`config.mk`:
```
export PLATFORM = sky130hd
export DESIGN_NAME = console_line_echo_framer_unit_flat
export DESIGN_NICKNAME = d
export VERILOG_FILES = /design/src/hdl/clef_pkg.sv /design/src/hdl/clef_ifs.sv /design/src/hdl/clef_ctrl.sv /design/src/hdl/clef_dpath.sv /design/src/hdl/console_line_echo_framer_unit.sv /design/src/flat_wrapper.sv
export SDC_FILE = /design/constraint.sdc
export NUM_CORES = 1
export LEC_CHECK = 0
export BUFFER_PORTS_ARGS = -buffer_cell sky130_fd_sc_hd__buf_2
export CELL_PAD_IN_SITES_DETAIL_PLACEMENT = 1
export CELL_PAD_IN_SITES_GLOBAL_PLACEMENT = 1
export CORE_UTILIZATION = 30
export CTS_BUF_LIST = sky130_fd_sc_hd__clkbuf_8
export DETAILED_ROUTE_END_ITERATION = 10
export PLACE_DENSITY = 0.52
export SLEW_MARGIN = 20
export SYNTH_ARGS = -nofsm -noshare
export SYNTH_HDL_FRONTEND = slang
export SYNTH_SLANG_ARGS = --single-unit
export TNS_END_PERCENT = 1
```
`constraint.sdc`:
```
create_clock -name clock -period 9.15 [get_ports clock]
set_input_delay 2.2875 -clock clock [delete_from_list [all_inputs] [get_ports clock]]
set_output_delay 2.2875 -clock clock [all_outputs]
set_load 0.05 [all_outputs]
```
`src/hdl/clef_pkg.sv`:
```
`timescale 1ns / 1ps
`default_nettype none
// ----------------------------------------------------------------------------
// clef_pkg
// Shared types and constants of the console line echo framer.
// ----------------------------------------------------------------------------
package clef_pkg;

   localparam int unsigned IDLE_W          = 20;
   localparam logic [IDLE_W-1:0] IDLE_LIMIT_RESET = 20'd100000;
   localparam int unsigned HEAD_LEN        = 13;
   localparam int unsigned TAIL_LEN        = 4;
   localparam logic [7:0]  CH_CR           = 8'h0D;
   localparam logic [7:0]  CH_LF           = 8'h0A;

   typedef enum logic [2:0] {
      ST_IDLE,
      ST_ECHO,
      ST_HEAD,
      ST_BODY,
      ST_TAIL
   } state_type;

   typedef enum logic [1:0] {
      SRC_ECHO,
      SRC_HEAD,
      SRC_BODY,
      SRC_TAIL
   } src_type;

   typedef struct packed {
      logic    in_ready;
      logic    emit;
      src_type src;
      logic    last;
      logic    cnt_clr;
      logic    cnt_inc;
      logic    len_clr;
   } cmd_type;

   typedef struct packed {
      logic req_valid;
      logic req_tick;
      logic dispatch_hit;
      logic item_lf;
      logic out_free;
      logic head_end;
      logic body_end;
      logic tail_end;
      logic len_zero;
   } sts_type;

   function automatic logic [7:0] head_char(input logic [3:0] idx);
      logic [7:0] ch;
      unique case (idx)
         4'd0:    ch = CH_CR;
         4'd1:    ch = CH_LF;
         4'd2:    ch = "u";
         4'd3:    ch = "a";
         4'd4:    ch = "r";
         4'd5:    ch = "t";
         4'd6:    ch = " ";
         4'd7:    ch = "e";
         4'd8:    ch = "c";
         4'd9:    ch = "h";
         4'd10:   ch = "o";
         4'd11:   ch = ">";
         4'd12:   ch = " ";
         default: ch = " ";
      endcase
      return ch;
   endfunction

   function automatic logic [7:0] tail_char(input logic idx_lsb);
      return idx_lsb ? CH_LF : CH_CR;
   endfunction

endpackage
`default_nettype wire

```
`src/hdl/clef_ifs.sv`:
```
`timescale 1ns / 1ps
`default_nettype none
// ----------------------------------------------------------------------------
// clef_ifs
// Valid/ready channels for received items and transmitted characters.
// ----------------------------------------------------------------------------
interface clef_req_if;
   logic       valid;
   logic       ready;
   logic       op;
   logic [7:0] rx_byte;

   modport source (output valid, output op, output rx_byte, input ready);
   modport sink   (input valid, input op, input rx_byte, output ready);
endinterface

interface clef_rsp_if;
   logic       valid;
   logic       ready;
   logic [7:0] tx_byte;
   logic       last;

   modport source (output valid, output tx_byte, output last, input ready);
   modport sink   (input valid, input tx_byte, input last, output ready);
endinterface
`default_nettype wire

```
`src/hdl/clef_ctrl.sv`:
```
`timescale 1ns / 1ps
`default_nettype none
// ----------------------------------------------------------------------------
// clef_ctrl
// Sequencer: item intake, echo, and dispatch header/body/trailer.
// ----------------------------------------------------------------------------
module clef_ctrl
   import clef_pkg::*;
(
   input  wire logic    clock,
   input  wire logic    reset,
   input  wire sts_type sts,
   output cmd_type      cmd
);

   state_type state_ff;
   state_type state_in;

   always_ff @(posedge clock) begin
      if (reset) begin
         state_ff <= ST_IDLE;
      end else begin
         state_ff <= state_in;
      end
   end

   always_comb begin
      state_in    = state_ff;
      cmd         = '0;
      cmd.src     = SRC_ECHO;
      unique case (state_ff)
         ST_IDLE: begin
            cmd.in_ready = 1'b1;
            if (sts.req_valid) begin
               if (!sts.req_tick) begin
                  state_in = ST_ECHO;
               end else if (sts.dispatch_hit) begin
                  cmd.cnt_clr = 1'b1;
                  state_in    = ST_HEAD;
               end
            end
         end
         ST_ECHO: begin
            if (sts.out_free) begin
               cmd.emit = 1'b1;
               cmd.src  = SRC_ECHO;
               cmd.last = !sts.item_lf;
               cmd.cnt_clr = 1'b1;
               state_in = sts.item_lf ? ST_HEAD : ST_IDLE;
            end
         end
         ST_HEAD: begin
            if (sts.out_free) begin
               cmd.emit = 1'b1;
               cmd.src  = SRC_HEAD;
               if (sts.head_end) begin
                  cmd.cnt_clr = 1'b1;
                  state_in    = sts.len_zero ? ST_TAIL : ST_BODY;
               end else begin
                  cmd.cnt_inc = 1'b1;
               end
            end
         end
         ST_BODY: begin
            if (sts.out_free) begin
               cmd.emit = 1'b1;
               cmd.src  = SRC_BODY;
               if (sts.body_end) begin
                  cmd.cnt_clr = 1'b1;
                  state_in    = ST_TAIL;
               end else begin
                  cmd.cnt_inc = 1'b1;
               end
            end
         end
         ST_TAIL: begin
            if (sts.out_free) begin
               cmd.emit = 1'b1;
               cmd.src  = SRC_TAIL;
               if (sts.tail_end) begin
                  cmd.last    = 1'b1;
                  cmd.cnt_clr = 1'b1;
                  cmd.len_clr = 1'b1;
                  state_in    = ST_IDLE;
               end else begin
                  cmd.cnt_inc = 1'b1;
               end
            end
         end
         default: begin
            state_in = ST_IDLE;
         end
      endcase
   end

endmodule
`default_nettype wire

```
`src/hdl/clef_dpath.sv`:
```
`timescale 1ns / 1ps
`default_nettype none
// ----------------------------------------------------------------------------
// clef_dpath
// Line store, length and idle counters, character counter, output register.
// ----------------------------------------------------------------------------
module clef_dpath
   import clef_pkg::*;
#(
   parameter int unsigned BUF_DEPTH = 32
) (
   input  wire logic              clock,
   input  wire logic              reset,
   input  wire logic              csr_wr_en,
   input  wire logic [IDLE_W-1:0] csr_wr_data,
   clef_req_if.sink               req_ch,
   clef_rsp_if.source             rsp_ch,
   input  wire cmd_type           cmd,
   output sts_type                sts
);

   localparam int unsigned LEN_W = $clog2(BUF_DEPTH);
   localparam int unsigned CNT_W = (LEN_W > 4) ? LEN_W : 4;
   localparam logic [LEN_W-1:0] LEN_MAX = LEN_W'(BUF_DEPTH - 1);

   logic [7:0]        line_mem_ff [BUF_DEPTH];
   logic [LEN_W-1:0]  len_ff,  len_in;
   logic [LEN_W-1:0]  lt_ff,   lt_in;
   logic [IDLE_W-1:0] idle_ff, idle_in;
   logic [IDLE_W-1:0] limit_ff;
   logic [CNT_W-1:0]  cnt_ff,  cnt_in;
   logic [7:0]        item_ff;
   logic              item_lf_ff;
   logic [7:0]        body_byte_ff;
   logic              rsp_valid_ff;
   logic [7:0]        rsp_byte_ff;
   logic              rsp_last_ff;

   logic              accept;
   logic              tick_match;
   logic [IDLE_W-1:0] idle_inc;
   logic              hit;
   logic              append;
   logic [7:0]        out_byte;

   assign accept     = cmd.in_ready && req_ch.valid;
   assign tick_match = (len_ff != '0) && (len_ff == lt_ff);
   assign idle_inc   = idle_ff + 1'b1;
   assign hit        = tick_match && (idle_inc >= limit_ff);
   assign append     = accept && !req_ch.op && (req_ch.rx_byte != CH_LF)
                       && (req_ch.rx_byte != CH_CR) && (len_ff < LEN_MAX);

   assign req_ch.ready   = cmd.in_ready;
   assign rsp_ch.valid   = rsp_valid_ff;
   assign rsp_ch.tx_byte = rsp_byte_ff;
   assign rsp_ch.last    = rsp_last_ff;

   always_comb begin
      sts              = '0;
      sts.req_valid    = req_ch.valid;
      sts.req_tick     = req_ch.op;
      sts.dispatch_hit = hit;
      sts.item_lf      = item_lf_ff;
      sts.out_free     = !rsp_valid_ff || rsp_ch.ready;
      sts.head_end     = (cnt_ff == CNT_W'(HEAD_LEN - 1));
      sts.body_end     = (cnt_ff[LEN_W-1:0] == LEN_W'(len_ff - 1'b1));
      sts.tail_end     = (cnt_ff == CNT_W'(TAIL_LEN - 1));
      sts.len_zero     = (len_ff == '0);
   end

   always_comb begin
      len_in  = len_ff;
      lt_in   = lt_ff;
      idle_in = idle_ff;
      if (accept) begin
         if (!req_ch.op) begin
            idle_in = '0;
            if (append) begin
               len_in = len_ff + 1'b1;
            end
         end else begin
            if (tick_match) begin
               idle_in = hit ? '0 : idle_inc;
            end
            lt_in = hit ? '0 : len_ff;
         end
      end
      if (cmd.len_clr) begin
         len_in = '0;
      end
   end

   always_comb begin
      priority if (cmd.cnt_clr) begin
         cnt_in = '0;
      end else if (cmd.cnt_inc) begin
         cnt_in = cnt_ff + 1'b1;
      end else begin
         cnt_in = cnt_ff;
      end
   end

   always_comb begin
      unique case (cmd.src)
         SRC_ECHO: out_byte = item_ff;
         SRC_HEAD: out_byte = head_char(cnt_ff[3:0]);
         SRC_BODY: out_byte = body_byte_ff;
         SRC_TAIL: out_byte = tail_char(cnt_ff[0]);
         default:  out_byte = item_ff;
      endcase
   end

   always_ff @(posedge clock) begin
      if (reset) begin
         len_ff       <= '0;
         lt_ff        <= '0;
         idle_ff      <= '0;
         limit_ff     <= IDLE_LIMIT_RESET;
         cnt_ff       <= '0;
         rsp_valid_ff <= 1'b0;
      end else begin
         len_ff  <= len_in;
         lt_ff   <= lt_in;
         idle_ff <= idle_in;
         cnt_ff  <= cnt_in;
         if (csr_wr_en) begin
            limit_ff <= csr_wr_data;
         end
         if (cmd.emit) begin
            rsp_valid_ff <= 1'b1;
         end else if (rsp_ch.ready) begin
            rsp_valid_ff <= 1'b0;
         end
      end
   end

   // read one entry ahead: the next counter value addresses the store
   always_ff @(posedge clock) begin
      if (accept) begin
         item_ff    <= req_ch.rx_byte;
         item_lf_ff <= (req_ch.rx_byte == CH_LF);
      end
      if (append) begin
         line_mem_ff[len_ff] <= req_ch.rx_byte;
      end
      body_byte_ff <= line_mem_ff[cnt_in[LEN_W-1:0]];
      if (cmd.emit) begin
         rsp_byte_ff <= out_byte;
         rsp_last_ff <= cmd.last;
      end
   end

endmodule
`default_nettype wire

```
`src/hdl/console_line_echo_framer_unit.sv`:
```
`timescale 1ns / 1ps
`default_nettype none
// ----------------------------------------------------------------------------
// console_line_echo_framer_unit
// Serial console line buffer with echo and idle-timeout dispatch.
//
// req_ch carries one item per transfer: op 0 is a received byte (rx_byte),
// op 1 is an idle tick. rsp_ch carries transmitted characters, one per
// transfer; last marks the final character caused by an item.
// csr_wr_en/csr_wr_data load the 20-bit idle limit (reset value 100000).
// A byte is taken in, then its echo is loaded into the output register.
// A tick without dispatch yields nothing. A dispatch
// (line feed or idle timeout) sends 13 header, length body and 4 trailer
// characters, one per cycle while rsp_ch.ready stays high; the sequencer
// handles one item at a time and the single output register paces the
// characters.
// Reset empties the line and clears the idle counters; no clearing pass.
// When the receiver stalls, the output register holds its character and
// the sequencer waits; req_ch.ready stays low until the item is finished.
// ----------------------------------------------------------------------------
module console_line_echo_framer_unit
   import clef_pkg::*;
#(
   parameter int unsigned BUF_DEPTH = 32
) (
   input  wire logic              clock,
   input  wire logic              reset,
   input  wire logic              csr_wr_en,
   input  wire logic [IDLE_W-1:0] csr_wr_data,
   clef_req_if.sink               req_ch,
   clef_rsp_if.source             rsp_ch
);

   cmd_type cmd;
   sts_type sts;

   clef_ctrl u_ctrl (
      .clock (clock),
      .reset (reset),
      .sts   (sts),
      .cmd   (cmd)
   );

   clef_dpath #(
      .BUF_DEPTH (BUF_DEPTH)
   ) u_dpath (
      .clock       (clock),
      .reset       (reset),
      .csr_wr_en   (csr_wr_en),
      .csr_wr_data (csr_wr_data),
      .req_ch      (req_ch),
      .rsp_ch      (rsp_ch),
      .cmd         (cmd),
      .sts         (sts)
   );

endmodule
`default_nettype wire
```
`src/flat_wrapper.sv`:
```
// flat-port wrapper written by rule: the top's interface ports become plain ports
module console_line_echo_framer_unit_flat import clef_pkg::*;
#(
   parameter int unsigned BUF_DEPTH = 32
)
  (clock, reset, csr_wr_en, csr_wr_data, req_ch_valid, req_ch_op, req_ch_rx_byte, req_ch_ready, rsp_ch_valid, rsp_ch_tx_byte, rsp_ch_last, rsp_ch_ready);
  clef_req_if req_ch_i ();
  clef_rsp_if rsp_ch_i ();
  input  wire logic clock;
  input  wire logic reset;
  input  wire logic csr_wr_en;
  input  wire logic [IDLE_W-1:0] csr_wr_data;
  input wire logic [$bits(req_ch_i.valid)-1:0] req_ch_valid;
  input wire logic [$bits(req_ch_i.op)-1:0] req_ch_op;
  input wire logic [$bits(req_ch_i.rx_byte)-1:0] req_ch_rx_byte;
  output wire logic [$bits(req_ch_i.ready)-1:0] req_ch_ready;
  output wire logic [$bits(rsp_ch_i.valid)-1:0] rsp_ch_valid;
  output wire logic [$bits(rsp_ch_i.tx_byte)-1:0] rsp_ch_tx_byte;
  output wire logic [$bits(rsp_ch_i.last)-1:0] rsp_ch_last;
  input wire logic [$bits(rsp_ch_i.ready)-1:0] rsp_ch_ready;
  assign req_ch_i.valid = req_ch_valid;
  assign req_ch_i.op = req_ch_op;
  assign req_ch_i.rx_byte = req_ch_rx_byte;
  assign req_ch_ready = req_ch_i.ready;
  assign rsp_ch_valid = rsp_ch_i.valid;
  assign rsp_ch_tx_byte = rsp_ch_i.tx_byte;
  assign rsp_ch_last = rsp_ch_i.last;
  assign rsp_ch_i.ready = rsp_ch_ready;
  console_line_echo_framer_unit #(.BUF_DEPTH(BUF_DEPTH)) u_core (.clock(clock), .reset(reset), .csr_wr_en(csr_wr_en), .csr_wr_data(csr_wr_data), .req_ch(req_ch_i), .rsp_ch(rsp_ch_i));
endmodule
```
==> results of run 1 <==
==> logic make-up (layout without fill, tap and decap cells) <==
family	Yosys count	count (layout)	synth area share
compound gates	348	348	0.1638
xor+xnor	39	39	0.02282
fa+ha+maj	28	28	0.02196
buf+inv	140	238	0.03749
flops	348	348	0.6086
mux	48	48	0.03215
simple gates	366	366	0.1132
==> how the worst min path moves through the flow <==
stage | slack [ns] | from | cells past startpoint | to
after floorplan | 0.46 | u_core.u_dpath.limit_ff[10] | 2 | u_core.u_dpath.limit_ff[10]
after global placement | 0.48 | u_core.u_dpath.limit_ff[5] | 2 | u_core.u_dpath.limit_ff[5]
after detailed placement | 0.49 | u_core.u_dpath.limit_ff[10] | 2 | u_core.u_dpath.limit_ff[10]
after CTS | 0.49 | u_core.u_dpath.item_ff[5] | 2 | u_core.u_dpath.rsp_ch.tx_byte[5]
after global routing | 0.52 | u_core.u_dpath.limit_ff[11] | 2 | u_core.u_dpath.limit_ff[11]
final | 0.49 | u_core.u_dpath.limit_ff[10] | 2 | u_core.u_dpath.limit_ff[10]
==> critical path, cell delays in order, from the launching register on <==
cell and delay [ns]:
dfxtp_1 0.41, ha_1 0.26, nand3_1 0.17, or2_2 0.38, nor2_1 0.26, and3_1 0.29
and2_1 0.26, nand2_1 0.10, xnor2_1 0.15, ha_1 0.31, nand4_1 0.13, nor4_1 0.48
o211ai_1 0.20, o22a_1 0.27, a21o_1 0.19, buf_4 0.25, nand3_1 0.77, o2111ai_1 0.27
a22oi_1 0.44, nand4_1 0.14
==> power by group through the flow <==
| stage | registers [uW] | logic (uW) | clock network [uW] |
|---|---|---|---|
| global placement | 1840 | 733 | 0 |
| global route | 1810 | 804 | 1510 |
| finish | 1810 | 740 | 1400 |
| floorplan | 1850 | 463 | 0 |
| CTS | 1810 | 745 | 1450 |
| detailed placement | 1840 | 741 | 0 |
==> Yosys cell counts, types with 5 or more instances <==
cell type and number:
edfxtp_1 274, mux2i_1 22, and3_1 23, a211o_1 20, xor2_1 17, nor3_1 14, o22ai_1 11, buf_2 21
nor2_1 97, a2111oi_0 11, xnor2_1 19, nand2_1 108, or3_1 11, o31ai_1 22, o211ai_1 19, a21boi_0 23
a21o_1 8, nand4_1 20, nand3b_1 7, buf_1 8, dfxtp_1 74, a221oi_1 24, mux2_2 26, or4_1 8
ha_1 28, a21oi_1 49, a32oi_1 7, o211a_1 8, inv_1 50, clkbuf_1 50, a222oi_1 7, o2111ai_1 21
a41oi_1 14, nand3_1 37, a211oi_1 5, o21ai_0 36, a22oi_1 32, nor4_1 10
==> sequential cells by signal, indices dropped and copies added, names as in the netlist, named ones only <==
| name | cells |
|---|---|
| u_core.u_dpath.line_mem_ff | 256 |
| u_core.u_dpath.idle_ff | 20 |
| u_core.u_dpath.limit_ff | 20 |
| u_core.u_dpath.body_byte_ff | 8 |
| u_core.u_dpath.item_ff | 8 |
| u_core.u_dpath.rsp_ch.tx_byte | 8 |
| u_core.u_dpath.cnt_ff | 5 |
| u_core.u_dpath.len_ff | 5 |
| u_core.u_dpath.lt_ff | 5 |
| u_core.u_ctrl.state_ff | 3 |
| u_core.u_dpath.item_lf_ff | 1 |
| u_core.u_dpath.rsp_ch.last | 1 |
| u_core.u_dpath.rsp_ch.valid | 1 |
==> final cells by class <==
class	count	area [sq um]	area share
Timing Repair Buffer	74	445.4	0.02461
Clock inverter	46	270.3	0.01493
Sequential cell	348	9709	0.5365
Multi-Input combinational cell	829	5709	0.3155
Clock buffer	66	908.4	0.05019
Tap cell	688	860.8	0.04756
Inverter	52	195.2	0.01078
==> through the flow <==
stage / hold WS [ns] / power [uW] / setup WS [ns] / util
2_1_floorplan: 0.4593 / 2309 / 4.571 / -
3_3_place_gp: 0.4762 / 2574 / 2.616 / 0.3216
3_5_place_dp: 0.4869 / 2582 / 2.921 / 0.3217
4_1_cts: 0.4929 / 4005 / 3.249 / 0.3441
5_1_grt: 0.5220 / 4130 / 2.799 / 0.3444
6_report: 0.4944 / 3955 / 3.245 / 0.3444
==> routing by layer <==
metal  wire length, um  vias up
met1             24390     5756
li1                  -     5196
met2             23880      313
met5                 0        -
met4              1605        0
met3              2510      101
==> impl_results.md, run 1 <==
* Max cap viols at 0
* Most frequent cells in the layout: 274 x edfxtp_1, 108 x nand2_1, 96 x nor2_1, 74 x dfxtp_1, 68 x inv_1
* Final Hold Vio Count at 0
* Post-Syn Nets at 1379
* Clk Latency, worst-skew pair at about 0.7 ns
* Fin cells at 2103
* DP Wirelength at 33670 um
* Initial antenna violation count at 1
* CTS Buffer Depth at 3
* FMAX at 169.3 MHz
* Wire per inst at 24.91 um
* Number of different library cells in the post-synthesis netlist at 84
* Worst R2R Start: u_core.u_dpath.idle_ff[0]
* Hold_buf cts at 0
* Most common cell after layout, fill and taps aside: edfxtp_1
* Synth Area per Inst at 12.11 sq um
* Rel. slew slack at 0.2711
* CP Capture Point: u_core.u_dpath.body_byte_ff[0]
* Setup crit start: u_core.u_dpath.idle_ff[0]
* Power per cell area at 218.5 nW/um^2
* Sequential share of power at 0.458
* Register area share after synthesis at 0.6086
* Max IR drop VDD at 107.8 uV
* RSZ-0062 raised after global routing: no
* H-tree depth at 2
* Met1 usage at 0.2713
* Worst Tran Pin Value at 1.089 ns
* Die Ht at 232.6 um
* Share of post-route cells with drive strength above 1 at 0.1484
* Via count at 11366
* Placed Instance Area at 16900 sq um
* Worst-path clk slew at about 0.06 ns
* Synthesized area at 15950 sq um
* # setup viols final at 0
* Setup CP Type: flop to flop
* Root Driver: clkbuf_8
* Initial Util at 0.3036
* Logic pwr share at 0.187
* Switch Pwr at 1240 uW
* 1st-pass router iterations at 5
* Post-route minimum period at around 6 ns
* Port-buffer cells at 44
* Post-CTS setup buffer count at 0
* First-pass GRT wire length at about 80000 um
* Clock power frac at 0.355
* Die width at roughly 230 um
* Top_reg_cell synth: edfxtp_1
* Area leader, netlist: edfxtp_1
* Routed Antenna Nets at 0
* Element type at the critical path end: flop
* Total clock sinks at between 300 and 400
* R2R setup slack at approximately 3.2 ns
* Synthesis-stage register bit count at 348
* Met3 Track Usage GR at 0.03591
* Total core area at roughly 53000 sq um
* Routing usage on met2 at 0.3080
* Worst clock skew at 0.04815 ns
* Resize count post-CTS at 0
* RD Place Congestion at a little over 0.8
* Crit path DAT at 6.47 ns
* Remaining routing DRC violations at 0
* Net Sw Frac at 0.3134
* Global route overflow at 0
* Vias in the first global route at 11684
* Critical Path Start Type: flop
* Final Cycle Share at 0.6454
* Finished Cell Area at 18100 sq um
* CTS tree: yes
* Drt total wl at ~52000 um
* DRT iter0 DRCs at 865
* Int Pwr at about 2700 uW
* WP data required at 9.72 ns
* Ys async rst share at 0
* Synth top area share at 0.5157
* Top cells by area, synth: edfxtp_1 52%, dfxtp_1 9.3%, nand2_1 2.5%
* Status: finished clean
* Setup TNS at 0 ns
* Pin count of the biggest net entering global routing at 50
* R2r worst-path depth at 19
* GRT busiest layer: met2
* FF-to-FF End: u_core.u_dpath.body_byte_ff[0]
* Synth warn at 0
* Final nets at 1428
* Post-synth EDFFs at 274
* Top Ports at 45
* Clock buffer count from CTS at 61
* Drt via density at 5.405
* Pleak at a little over 0.006 uW
* Dpl cells at 1991
* Crit path max fanout at 35
* Overall Global Routing Usage at 0.1968
* Rows at 84
* # fillers at 5660
* Die area at 54110 sq um
* Synthesis-to-finish area growth at 13.44%
* # diodes at 0
* Final Max Slew Viols at 0
* Hold Crit Class: flop to flop
* Post-Synthesis Cells at 1317
Note: power is estimated with default switching activity, not from simulation.
==> run 2: changes to the inputs <==
--- a/config.mk
+++ b/config.mk
@@ -11,7 +11,7 @@
 export CORE_UTILIZATION = 30
 export CTS_BUF_LIST = sky130_fd_sc_hd__clkbuf_8
 export DETAILED_ROUTE_END_ITERATION = 10
-export PLACE_DENSITY = 0.52
+export PLACE_DENSITY = 0.54
 export SLEW_MARGIN = 20
 export SYNTH_ARGS = -nofsm -noshare
 export SYNTH_HDL_FRONTEND = slang
==> constraint.sdc (replaced) <==
create_clock -name clock -period 5.2 [get_ports clock]
set_input_delay 1.3 -clock clock [delete_from_list [all_inputs] [get_ports clock]]
set_output_delay 1.3 -clock clock [all_outputs]
set_load 0.05 [all_outputs]
==> impl_results.md, run 2 (synthesized netlist as in run 1, its figures left out) <==
* Die width at 232.6 um (unchanged)
* Port-buffer cells at 44 (unchanged)
* RSZ-0062 raised after global routing: no (unchanged)
* Crit path DAT at 5.40 ns (was 6.47 ns)
* RD Place Congestion at 0.8032 (was 0.8135)
* Met3 wire len at 2346 um (was 2510 um)
* Hold_buf cts at 0 (unchanged)
* WP data required at 5.75 ns (was 9.72 ns)
* Wire per inst at 23.50 um (was 24.91 um)
* Root Driver: clkbuf_8 (unchanged)
* Switch Pwr at 2160 uW (was 1240 uW)
* Rel. slew slack at 0.3062 (was 0.2711)
* Uppermost routed layer: met4 (unchanged)
* Routed Antenna Nets at 0 (unchanged)
* Net Sw Frac at 0.3123 (was 0.3134)
* # fillers at 5710 (was 5660)
* Hold Crit Class: flop to flop (unchanged)
* Power per cell area at 375.1 nW/um^2 (was 218.5 nW/um^2)
* Clock buffer count from CTS at 61 (unchanged)
* Worst Tran Pin Value at 1.030 ns (was 1.089 ns)
* Rows at 84 (unchanged)
* Remaining routing DRC violations at 0 (unchanged)
* Status: finished clean (unchanged)
* Drt via density at 5.348 (was 5.405)
* Total power after layout at 6916 uW (was 3955 uW)
* DP Wirelength at 33720 um (was 33670 um)
* Post-route minimum period at 4.853 ns (was 5.905 ns)
* Die area at 54110 sq um (unchanged)
* Most frequent cells in the layout: 274 x edfxtp_1, 108 x nand2_1, 96 x nor2_1, 74 x dfxtp_1, 73 x buf_4 (was 274 x edfxtp_1, 108 x nand2_1, 96 x nor2_1, 74 x dfxtp_1, 68 x inv_1)
* Initial Util at 0.3036 (unchanged)
* Die Ht at 232.6 um (unchanged)
* Multi-input logic area at 5719 sq um (was 5709 sq um)
* Overall Global Routing Usage at 0.1875 (was 0.1968)
* Final nets at 1473 (was 1428)
* FF/Latch Area at 9709 sq um (unchanged)
* Synthesis-to-finish area growth at 15.56% (was 13.44%)
* Metal-1 WL at 23980 um (was 24390 um)
* Worst clock skew at 0.04279 ns (was 0.04815 ns)
* Share of post-route cells with drive strength above 1 at 0.1774 (was 0.1484)
* Pleak at 0.006476 uW (was 0.006237 uW)
* Crit path max fanout at 23 (was 35)
* Final Hold Vio Count at 0 (unchanged)
* Initial antenna violation count at 0 (was 1)
* DRT iter0 DRCs at 822 (was 865)
* Max reg flops at 256 (unchanged)
* Via count at 11492 (was 11366)
* CTS tree: yes (unchanged)
* Largest registers: u_core.u_dpath.line_mem_ff x256, u_core.u_dpath.idle_ff x20, u_core.u_dpath.limit_ff x20 (unchanged)
* FMAX at 206.1 MHz (was 169.3 MHz)
* First-pass GRT wire length at 75280 um (was 78100 um)
* Element type at the critical path end: flop (unchanged)
* Final Cycle Share at 0.9333 (was 0.6454)
* Max IR drop VDD at 201.1 uV (was 107.8 uV)
* Setup crit start: u_core.u_dpath.idle_ff[1] (was u_core.u_dpath.idle_ff[0])
* Finished Cell Area at 18440 sq um (was 18100 sq um)
* Most common cell after layout, fill and taps aside: edfxtp_1 (unchanged)
* Wire length on met2 at 22860 um (was 23880 um)
* 1st-pass router iterations at 5 (unchanged)
* CTS Buffer Depth at 3 (unchanged)
* Post-layout util at 0.3508 (was 0.3444)
* Placed Instance Area at 17230 sq um (was 16900 sq um)
* Clock power frac at 0.347 (was 0.355)
* Logic pwr share at 0.194 (was 0.187)
* # setup viols final at 0 (unchanged)
* H-tree depth at 2 (unchanged)
* Final Max Slew Viols at 0 (unchanged)
* Worst R2R Start: u_core.u_dpath.idle_ff[1] (was u_core.u_dpath.idle_ff[0])
* Setup TNS at 0 ns (unchanged)
* Drt total wl at 50500 um (was 52380 um)
* Int Pwr at 4756 uW (was 2716 uW)
* Global route overflow at 0 (unchanged)
* Setup CP Type: flop to flop (unchanged)
* Max cap viols at 0 (unchanged)
* Pin count of the biggest net entering global routing at 50 (unchanged)
* Vias in the first global route at 11811 (was 11684)
* Largest reg by FF count: u_core.u_dpath.line_mem_ff (unchanged)
* Total core area at 52550 sq um (unchanged)
* Top Ports at 45 (unchanged)
* Sequential share of power at 0.460 (was 0.458)
* Total clock sinks at 348 (unchanged)
* Worst-path clk slew at 0.06 ns (about the same)
* Clk Latency, worst-skew pair at 0.69 ns (was 0.70 ns)
* HP Start: u_core.u_dpath.limit_ff[15] (was u_core.u_dpath.limit_ff[10])
* Critical Path Start Type: flop (unchanged)
## run 2: cell types whose count changed in the layout (fill, tap and decap cells not counted), moves of 2 or more
cell,before,now
nor3_2,0,2
inv_8,0,2
buf_12,0,2
buf_4,30,73
## run 2: layout make-up
type                    instances  area share
clock buffers                  65     0.04852
multi-input cells             829      0.3102
flip-flops and latches        348      0.5266
diodes                          1   0.0001357
well taps                     688     0.04669
repair buffers                119     0.04384
inverters                      52     0.01059
clock inverters                47     0.01337
## run 2: per-layer routing
layer | up-vias | global-route usage
li1 | 5287 | -
met1 | 5870 | 0.2600
met2 | 245 | 0.2935
met3 | 90 | 0.03333
met4 | 0 | 0.06332
met5 | - | 0
## run 2: what timing repair did
item                       CTS  global route
gates resized for setup      0             9
setup buffers                3             0
pin swaps                    1             4
setup endpoints to repair    8            11
## run 2: worst paths after layout
kind,endpoint,slack [ns],depth (start not counted)
setup / recovery,u_core.u_dpath.body_byte_ff[0],0.35,21
hold / removal,u_core.u_dpath.limit_ff[15],0.49,2
setup reg to reg,u_core.u_dpath.body_byte_ff[0],0.35,21
hold reg to reg,u_core.u_dpath.limit_ff[15],0.49,2
## run 2: through the flow
stage          std cells  hold WS [ns]  setup WS (ns)
2_1_floorplan       1317        0.4593         0.7149
3_3_place_gp        2033        0.4780        0.08331
3_5_place_dp        2033        0.4876        -0.2126
4_1_cts             2148        0.4957       0.009985
5_1_grt             2148        0.5268        0.04525
6_report            2149        0.4875         0.3471
## run 2: power by group through the flow
stage	sequential [uW]	combinational, uW	clock (uW)
2_1_floorplan	3250	815	0
3_3_place_gp	3240	1320	0
3_5_place_dp	3240	1350	0
4_1_cts	3180	1350	2490
5_1_grt	3190	1450	2590
6_report	3180	1340	2400
## run 2: critical path, cell delays in order, from the launching register on
cell	delay, ns
dfxtp_1	0.35
ha_2	0.23
nand3_1	0.15
or2_2	0.37
nor2_1	0.15
and3_1	0.25
and2_2	0.21
nand2_1	0.07
xnor2_1	0.20
ha_1	0.28
nand4_1	0.22
nor4_4	0.07
buf_4	0.14
a21oi_2	0.15
buf_4	0.15
a21oi_4	0.08
buf_4	0.18
or3_1	0.36
buf_4	0.24
a222oi_1	0.47
a211o_1	0.24
nand4_1	0.12
